## config.mk

```make
export PLATFORM = sky130hd
export DESIGN_NAME = contour_segment_smoother_core
export DESIGN_NICKNAME = d
export VERILOG_FILES = /design/src/rtl/core/csm_pkg.sv /design/src/rtl/core/csm_window.sv /design/src/rtl/core/csm_accum.sv /design/src/rtl/core/csm_divider.sv /design/src/rtl/core/contour_segment_smoother_core.sv
export SDC_FILE = /design/constraint.sdc
export NUM_CORES = 1
export LEC_CHECK = 0
export ABC_CLOCK_PERIOD_IN_PS = 6100
export BUFFER_PORTS_ARGS = -buffer_cell sky130_fd_sc_hd__buf_2
export CORE_UTILIZATION = 25
export CTS_CLUSTER_DIAMETER = 100
export DETAILED_ROUTE_END_ITERATION = 16
export GPL_ROUTABILITY_DRIVEN = 0
export PLACE_DENSITY_LB_ADDON = 0.2
export SLEW_MARGIN = 10
export SYNTH_ARGS = -nofsm -noshare
export SYNTH_HDL_FRONTEND = slang
export SYNTH_SLANG_ARGS = --single-unit
```

## constraint.sdc

```tcl
create_clock -name clk -period 6.1 [get_ports clk]
set_clock_uncertainty 0.15 [all_clocks]
set_input_delay 0.305 -clock clk [delete_from_list [all_inputs] [get_ports clk]]
set_output_delay 0.305 -clock clk [all_outputs]
set_load 0.05 [all_outputs]
```

## src/rtl/core/csm_pkg.sv

```systemverilog
package csm_pkg;

  localparam int WIN_DEPTH = 7;
  localparam int SLOT_BITS = 3;
  localparam int WEIGHT_BITS = 4;
  // Largest denominator is 8 + 6 * 15 = 98.
  localparam int DEN_BITS = 7;
  localparam int NUM_EXTRA_BITS = 7;

  localparam logic [WEIGHT_BITS-1:0] CENTER_WEIGHT = 4'd8;

  localparam logic [1:0] CFG_WEIGHT_NEAR = 2'd0;
  localparam logic [1:0] CFG_WEIGHT_MID = 2'd1;
  localparam logic [1:0] CFG_WEIGHT_FAR = 2'd2;

  localparam logic [WEIGHT_BITS-1:0] RESET_WEIGHT_NEAR = 4'd7;
  localparam logic [WEIGHT_BITS-1:0] RESET_WEIGHT_MID = 4'd6;
  localparam logic [WEIGHT_BITS-1:0] RESET_WEIGHT_FAR = 4'd5;

  localparam logic [SLOT_BITS-1:0] SLOT_FULL = 3'd7;

  typedef struct packed {
    logic                   step;
    logic                   first;
    logic                   add;
    logic [WEIGHT_BITS-1:0] weight;
  } acc_ctrl_t;

endpackage

```

## src/rtl/core/csm_window.sv

```systemverilog
module csm_window #(
  parameter int COORD_BITS = 16
) (
  input  logic                          clk,
  input  logic                          wr,
  input  logic [csm_pkg::SLOT_BITS-1:0] fill,
  input  logic [COORD_BITS-1:0]         wr_x,
  input  logic [COORD_BITS-1:0]         wr_y,
  input  logic [csm_pkg::SLOT_BITS-1:0] rd_index,
  output logic [COORD_BITS-1:0]         rd_x,
  output logic [COORD_BITS-1:0]         rd_y
);
  import csm_pkg::*;

  logic [COORD_BITS-1:0] ent_x [WIN_DEPTH];
  logic [COORD_BITS-1:0] ent_y [WIN_DEPTH];

  // Until the window is full a new point lands at the fill position;
  // afterwards the window slides by one.
  always_ff @(posedge clk) begin
    if (wr) begin
      if (fill != SLOT_FULL) begin
        ent_x[fill] <= wr_x;
        ent_y[fill] <= wr_y;
      end else begin
        for (int i = 0; i < WIN_DEPTH - 1; i++) begin
          ent_x[i] <= ent_x[i+1];
          ent_y[i] <= ent_y[i+1];
        end
        ent_x[WIN_DEPTH-1] <= wr_x;
        ent_y[WIN_DEPTH-1] <= wr_y;
      end
    end
  end

  assign rd_x = ent_x[rd_index];
  assign rd_y = ent_y[rd_index];

endmodule

```

## src/rtl/core/csm_accum.sv

```systemverilog
module csm_accum #(
  parameter int COORD_BITS = 16
) (
  input  logic                                                clk,
  input  csm_pkg::acc_ctrl_t                                  ctrl,
  input  logic [COORD_BITS-1:0]                               px,
  input  logic [COORD_BITS-1:0]                               py,
  output logic [COORD_BITS+csm_pkg::NUM_EXTRA_BITS-1:0]       num_x,
  output logic [COORD_BITS+csm_pkg::NUM_EXTRA_BITS-1:0]       num_y,
  output logic [csm_pkg::DEN_BITS-1:0]                        den
);
  import csm_pkg::*;

  localparam int NW = COORD_BITS + NUM_EXTRA_BITS;
  localparam int PW = COORD_BITS + WEIGHT_BITS;

  logic [PW-1:0]       prod_x;
  logic [PW-1:0]       prod_y;
  logic [NW-1:0]       base_x;
  logic [NW-1:0]       base_y;
  logic [DEN_BITS-1:0] base_den;

  assign prod_x = PW'(ctrl.weight) * PW'(px);
  assign prod_y = PW'(ctrl.weight) * PW'(py);

  assign base_x = ctrl.first ? '0 : num_x;
  assign base_y = ctrl.first ? '0 : num_y;
  assign base_den = ctrl.first ? '0 : den;

  // One window tap per cycle; taps outside the kernel are skipped so that
  // entries never written do not enter the sum.
  always_ff @(posedge clk) begin
    if (ctrl.step) begin
      if (ctrl.add) begin
        num_x <= base_x + NW'(prod_x);
        num_y <= base_y + NW'(prod_y);
        den <= base_den + DEN_BITS'(ctrl.weight);
      end else begin
        num_x <= base_x;
        num_y <= base_y;
        den <= base_den;
      end
    end
  end

endmodule

```

## src/rtl/core/csm_divider.sv

```systemverilog
module csm_divider #(
  parameter int COORD_BITS = 16
) (
  input  logic                                          clk,
  input  logic                                          load,
  input  logic                                          step,
  input  logic [COORD_BITS+csm_pkg::NUM_EXTRA_BITS-1:0] num,
  input  logic [csm_pkg::DEN_BITS-1:0]                  den,
  output logic [COORD_BITS-1:0]                         quot
);
  import csm_pkg::*;

  logic [DEN_BITS-1:0] rem;
  logic [DEN_BITS:0]   shifted;
  logic [DEN_BITS:0]   trial;
  logic                fits;

  assign shifted = {rem, quot[COORD_BITS-1]};
  assign trial = shifted - {1'b0, den};
  assign fits = shifted >= {1'b0, den};

  // Restoring division, one quotient bit per cycle. The quotient never
  // exceeds the largest coordinate, so the high part of the numerator is
  // already below the denominator and only COORD_BITS steps are needed.
  always_ff @(posedge clk) begin
    if (load) begin
      rem <= num[COORD_BITS+NUM_EXTRA_BITS-1:COORD_BITS];
      quot <= num[COORD_BITS-1:0];
    end else if (step) begin
      rem <= fits ? trial[DEN_BITS-1:0] : shifted[DEN_BITS-1:0];
      quot <= {quot[COORD_BITS-2:0], fits};
    end
  end

endmodule

```

## src/rtl/core/contour_segment_smoother_core.sv

```systemverilog
// Contour segment smoother.
// Points of a contour segment enter on the point channel (point_x, point_y,
// last_point marking the final point). One result per interior point leaves
// on the smooth channel; segment_done marks the final result of a segment.
// Segments of six points or fewer pass interior points through; longer ones
// get a normalized weighted average of up to 7 taps per coordinate, floored.
// The weights are to be set through cfg_write/cfg_index/cfg_data only while
// idle; the block itself does not enforce this. Each result walks the
// window taps through one multiply-add per coordinate, loads the divider,
// runs the bit-serial restoring divider and moves into the output register.
// A point that produces results holds point_stall high until its last
// result has entered the output register.
// The output register lets the next point be taken while the last result
// still waits. If smooth_stall stays high, the engine waits with its next
// result finished and the point channel stays stalled.
// Reset clears the weights to 7, 6 and 5, empties the window and drops
// any pending result.
module contour_segment_smoother_core #(
  parameter int COORD_BITS = 16
) (
  input  logic                  clk,
  input  logic                  rst,
  input  logic                  point_valid,
  output logic                  point_stall,
  input  logic [COORD_BITS-1:0] point_x,
  input  logic [COORD_BITS-1:0] point_y,
  input  logic                  last_point,
  output logic                  smooth_valid,
  input  logic                  smooth_stall,
  output logic [COORD_BITS-1:0] smooth_x,
  output logic [COORD_BITS-1:0] smooth_y,
  output logic                  segment_done,
  input  logic                  cfg_write,
  input  logic [1:0]            cfg_index,
  input  logic [3:0]            cfg_data
);
  import csm_pkg::*;

  localparam int NW = COORD_BITS + NUM_EXTRA_BITS;
  localparam int CNT_BITS = $clog2(COORD_BITS);

  localparam logic [2:0] ST_IDLE = 3'd0;
  localparam logic [2:0] ST_ACC = 3'd1;
  localparam logic [2:0] ST_LOAD = 3'd2;
  localparam logic [2:0] ST_DIV = 3'd3;
  localparam logic [2:0] ST_OUT = 3'd4;

  logic [2:0]             state;
  logic [SLOT_BITS-1:0]   points_seen;
  logic [SLOT_BITS-1:0]   slot;
  logic [SLOT_BITS-1:0]   slot_last;
  logic                   smooth_mode;
  logic                   seg_end;
  logic [SLOT_BITS-1:0]   tap;
  logic [CNT_BITS-1:0]    div_cnt;
  logic [WEIGHT_BITS-1:0] weight_near;
  logic [WEIGHT_BITS-1:0] weight_mid;
  logic [WEIGHT_BITS-1:0] weight_far;

  logic                   accept;
  logic [SLOT_BITS-1:0]   count_next;
  logic                   fresh;
  logic                   job_any;
  logic                   job_smooth;
  logic [SLOT_BITS-1:0]   job_first;
  logic [SLOT_BITS-1:0]   job_last;
  logic [SLOT_BITS-1:0]   points_seen_next;

  logic [SLOT_BITS-1:0]   tap_gap;
  acc_ctrl_t              acc_ctrl;
  logic [COORD_BITS-1:0]  tap_x;
  logic [COORD_BITS-1:0]  tap_y;
  logic [NW-1:0]          num_x;
  logic [NW-1:0]          num_y;
  logic [DEN_BITS-1:0]    den;
  logic [COORD_BITS-1:0]  quot_x;
  logic [COORD_BITS-1:0]  quot_y;
  logic                   out_free;
  logic                   out_load;

  assign point_stall = (state != ST_IDLE);
  assign accept = point_valid && !point_stall;
  assign out_free = !smooth_valid || !smooth_stall;
  assign out_load = (state == ST_OUT) && out_free;

  // Work out which window slots produce results for the incoming point.
  always_comb begin
    count_next = (points_seen == SLOT_FULL) ? SLOT_FULL : points_seen + 3'd1;
    fresh = (points_seen == 3'd6);
    job_any = 1'b0;
    job_smooth = 1'b1;
    job_first = 3'd3;
    job_last = 3'd3;
    if (last_point) begin
      points_seen_next = '0;
      if (count_next != SLOT_FULL) begin
        job_smooth = 1'b0;
        job_any = (count_next >= 3'd3);
        job_first = 3'd1;
        job_last = count_next - 3'd2;
      end else begin
        job_any = 1'b1;
        job_first = fresh ? 3'd1 : 3'd3;
        job_last = 3'd5;
      end
    end else begin
      points_seen_next = count_next;
      if (fresh) begin
        job_any = 1'b1;
        job_first = 3'd1;
        job_last = 3'd3;
      end else if (points_seen == SLOT_FULL) begin
        job_any = 1'b1;
      end
    end
  end

  // Kernel weight for the current tap relative to the slot being smoothed.
  always_comb begin
    tap_gap = (tap > slot) ? tap - slot : slot - tap;
    acc_ctrl.step = (state == ST_ACC);
    acc_ctrl.first = (tap == '0);
    acc_ctrl.add = smooth_mode ? (tap_gap <= 3'd3) : (tap_gap == '0);
    unique case (tap_gap)
      3'd0: acc_ctrl.weight = CENTER_WEIGHT;
      3'd1: acc_ctrl.weight = weight_near;
      3'd2: acc_ctrl.weight = weight_mid;
      default: acc_ctrl.weight = weight_far;
    endcase
  end

  always_ff @(posedge clk) begin
    if (rst) begin
      weight_near <= RESET_WEIGHT_NEAR;
      weight_mid <= RESET_WEIGHT_MID;
      weight_far <= RESET_WEIGHT_FAR;
    end else if (cfg_write) begin
      unique case (cfg_index)
        CFG_WEIGHT_NEAR: weight_near <= cfg_data;
        CFG_WEIGHT_MID: weight_mid <= cfg_data;
        CFG_WEIGHT_FAR: weight_far <= cfg_data;
        default: ;
      endcase
    end
  end

  always_ff @(posedge clk) begin
    if (rst) begin
      state <= ST_IDLE;
      points_seen <= '0;
      smooth_valid <= 1'b0;
      slot <= '0;
      slot_last <= '0;
      smooth_mode <= 1'b0;
      seg_end <= 1'b0;
      tap <= '0;
      div_cnt <= '0;
    end else begin
      if (out_load) begin
        smooth_valid <= 1'b1;
      end else if (!smooth_stall) begin
        smooth_valid <= 1'b0;
      end
      unique case (state)
        ST_IDLE: begin
          if (accept) begin
            points_seen <= points_seen_next;
            slot <= job_first;
            slot_last <= job_last;
            smooth_mode <= job_smooth;
            seg_end <= last_point;
            tap <= '0;
            if (job_any) begin
              state <= ST_ACC;
            end
          end
        end
        ST_ACC: begin
          if (tap == 3'(WIN_DEPTH - 1)) begin
            state <= ST_LOAD;
          end else begin
            tap <= tap + 3'd1;
          end
        end
        ST_LOAD: begin
          div_cnt <= CNT_BITS'(COORD_BITS - 1);
          state <= ST_DIV;
        end
        ST_DIV: begin
          if (div_cnt == '0) begin
            state <= ST_OUT;
          end else begin
            div_cnt <= div_cnt - 1'b1;
          end
        end
        ST_OUT: begin
          if (out_free) begin
            tap <= '0;
            if (slot == slot_last) begin
              state <= ST_IDLE;
            end else begin
              slot <= slot + 3'd1;
              state <= ST_ACC;
            end
          end
        end
        default: state <= ST_IDLE;
      endcase
    end
  end

  always_ff @(posedge clk) begin
    if (out_load) begin
      smooth_x <= quot_x;
      smooth_y <= quot_y;
      segment_done <= seg_end && (slot == slot_last);
    end
  end

  csm_window #(
    .COORD_BITS(COORD_BITS)
  ) u_window (
    .clk(clk),
    .wr(accept),
    .fill(points_seen),
    .wr_x(point_x),
    .wr_y(point_y),
    .rd_index(tap),
    .rd_x(tap_x),
    .rd_y(tap_y)
  );

  csm_accum #(
    .COORD_BITS(COORD_BITS)
  ) u_accum (
    .clk(clk),
    .ctrl(acc_ctrl),
    .px(tap_x),
    .py(tap_y),
    .num_x(num_x),
    .num_y(num_y),
    .den(den)
  );

  csm_divider #(
    .COORD_BITS(COORD_BITS)
  ) u_div_x (
    .clk(clk),
    .load(state == ST_LOAD),
    .step(state == ST_DIV),
    .num(num_x),
    .den(den),
    .quot(quot_x)
  );

  csm_divider #(
    .COORD_BITS(COORD_BITS)
  ) u_div_y (
    .clk(clk),
    .load(state == ST_LOAD),
    .step(state == ST_DIV),
    .num(num_y),
    .den(den),
    .quot(quot_y)
  );

endmodule

```

==> results.cfg <==
[route]
drtIter0Drc = 871
drt-pass1-iter-count = 5
drc_errors = 0
via_count = 16400
viasPerCell = 4.46
wl_per_cell_um = 16.9
drtAntennaViolNets = 0
routed_wl_um = 62200

[clock_tree]
cts_root_buffer = clkbuf_16
cts_max_path_buffers = 3
cts_sinks = 425
clk_pin_slew_ps = 60
clkLatencyLatePin_ps = 610
cts_buffers = 52
cts_tree = yes
htree_levels = 2

[grt]
antenna_found_initial = 0
gr-total-overflow = 0
grt_pass1_wl_um = 99300
grtUsageTotal = 0.125
grt_max_degree = 68
grt_pass1_vias = 17300

[setup_path]
crit_path_max_incr_delay_ps = 560
crit_path_end_kind = flip-flop
cp-start-kind = flip-flop
cp.arrival_ps = 6520
rr_endpoint = u_accum.num_y[21]
rr_worst_depth = 28
worstSetupPathType = reg2reg
r2r_start = slot[0]
reg2reg_slack_ps = -210
cp.required_ps = 6310
crit_slowest_cell = fa_1
cp_max_fo = 5

[synthesis]
async_flop_share = 0
synth_common_cells = 388 x edfxtp_1, 210 x a21o_1, 207 x nand2_1, 186 x nor2_1, 184 x inv_1
synth_area_um2 = 24700
yosysUniqueCellTypes = 62
yosysTopAreaCellShare = 0.472
synth_most_common_cell = edfxtp_1
synth_area_leaders = edfxtp_1 47%, fa_1 7.7%, a21o_1 6.4%
avgSynthCellArea_um2 = 11.7
syn_nets = 2339
yosys_warnings = 0
synth_top_flop_cell = edfxtp_1
synth_area_leader_cell = edfxtp_1
synth-seq-area-share = 0.502
synth_edf_count = 388
synth_seq_cells = 425
syn_inst = 2111

[floorplanning]
fp.coreArea_um2 = 97300
die_area_um2 = 100000
initial_core_util = 0.254
num_io_pins = 79
die-width_um = 316
rows = 114
die_h_um = 316

[outcome]
outcome = finished with violations
violations = negative setup slack

[finish]
area_delta_synth_final_pct = 24.8
multiInputGateArea_um2 = 11800
layout.nets = 2592
ff_latch_area_um2 = 12400
layout-drive-gt1-share = 0.244
n_fill_cell = 9917
antennaDiodeCount = 0

[timing]
setup_violations = 22
worst_pin_slew_ps = 939
post-route-period-util = 1.03
finalHoldViolCount = 0
max-slew-margin-rel = 0.373
clock.fmax_mhz = 158
timing.hold.ws_ps = 59.6
rsz0062_at_grt = yes
layout_min_cycle_time_ps = 6310
final-max-slew-violation-count = 0
layout_setup_ws_ps = -210

[placement]
hpwl_um = 43600
port_buffers = 78
dp_slack_ps = -490

[power_and_ir_drop]
ir_worst_vdd_mv = 0.349
p_total_mw = 17.3
powerDensity_nw_per_um2 = 561
leakagePower_nw = 12.5

[worst_hold_path]
hold_path.startpoint = cfg_index[0]
hp-class = in2reg
whs_path_depth = 4
whs_endpoint = weight_near[0]

[job]
max_cap_violations = 0
-- where the power goes --
group / internal [mW] / switching (mW)
combinational: 5.15 / 5.54
sequential: 3.49 / 0.0944
clock: 1.75 / 1.26
total: 10.4 / 6.89
-- per-stage QoR --
| stage | std cells | cell area, um2 | util | setup TNS [ps] |
|---|---|---|---|---|
| 4_1_cts | 3663 | 30200 | 0.310 | -1670 |
| 5_1_grt | 3680 | 30800 | 0.317 | -9820 |
| 2_1_floorplan | 2111 | 24700 | - | 0 |
| 3_3_place_gp | 3523 | 27800 | 0.286 | -5930 |
| 6_report | 3680 | 30800 | 0.317 | -2400 |
| 3_5_place_dp | 3523 | 27800 | 0.286 | -8340 |
-- critical path: cells and delay by family, from the launching register on --
| family | cells | cell delay [ps] |
|---|---|---|
| simple gates | 4 | 890 |
| xor+xnor | 1 | 90 |
| fa+ha+maj | 6 | 2420 |
| buf+inv | 8 | 850 |
| compound gates | 9 | 1240 |
| flops | 1 | 370 |
-- kinds of logic after synthesis --
kind of cell / count (synthesis) / share of synthesized area
compound gates: 468 / 0.130
mux: 116 / 0.0799
simple gates: 554 / 0.0994
fa+ha+maj: 184 / 0.122
xor+xnor: 45 / 0.0160
flops: 425 / 0.502
buf+inv: 319 / 0.0506
-- layout make-up --
cell class,instances,area share
sequential,425,0.403
multi-input combinational,1367,0.384
timing repair buffer,334,0.0853
tap,1276,0.0518
clock buffer,66,0.0439
inverter,184,0.0225
clock inverter,28,0.00970
-- placed cells by master, fill, tap and decap left out, types with 23 or more instances in the layout --
cell type        n
edfxtp_1       388
a21o_1         210
nand2_1        205
buf_4          188
inv_1          175
nor2_1         171
fa_1            91
buf_2           78
ha_1            73
mux4_2          64
a21oi_1         55
clkbuf_16       53
nor2b_1         46
mux2i_1         43
dlygate4sd3_1   40
o21ai_0         36
dfxtp_1         31
xor2_1          23
o21ai_1         23
-- state kept, by name (all words and copies together) (netlist names), 7 cells and up, named ones only --
signal          cells
u_accum.den         7
u_window.ent_y    128
u_window.ent_x    128
u_div_x.quot       16
u_accum.num_y      23
smooth_y           16
smooth_x           16
u_div_y.quot       16
u_accum.num_x      23
u_div_x.rem         7
u_div_y.rem         7
-- per-layer routing --
layer / GRT usage / up-vias / wire, um / share of wire
li1: - / 8007 / - / -
met1: 0.173 / 8145 / 29700 / 0.48
met2: 0.208 / 191 / 29600 / 0.48
met3: 0.0186 / 62 / 1880 / 0.030
met4: 0.0264 / 0 / 943 / 0.015
met5: 0 / - / 0 / 0
-- repair_timing --
item                                   4_1_cts  5_1_grt
buffers inserted                             6       18
resized for setup                           61      120
hold buffers                                40        0
endpoints found under the hold margin       55        0
gates cloned                                 0        1
pin swaps                                   12       75
setup endpoints to repair                   30       32
-- how the worst max path moves through the flow --
| stage | start | end | slack (ps) | depth (start not counted) |
|---|---|---|---|---|
| after floorplan | tap[0] | u_accum.num_x[20] | 8 | 25 |
| after global placement | slot[0] | u_accum.num_y[22] | -400 | 27 |
| after detailed placement | slot[0] | u_accum.num_y[22] | -490 | 25 |
| after CTS | slot[0] | u_accum.num_y[14] | -140 | 28 |
| after global routing | slot[0] | u_accum.num_y[22] | -480 | 26 |
| final | slot[0] | u_accum.num_y[21] | -210 | 28 |
(Power assumes the default switching activity.)
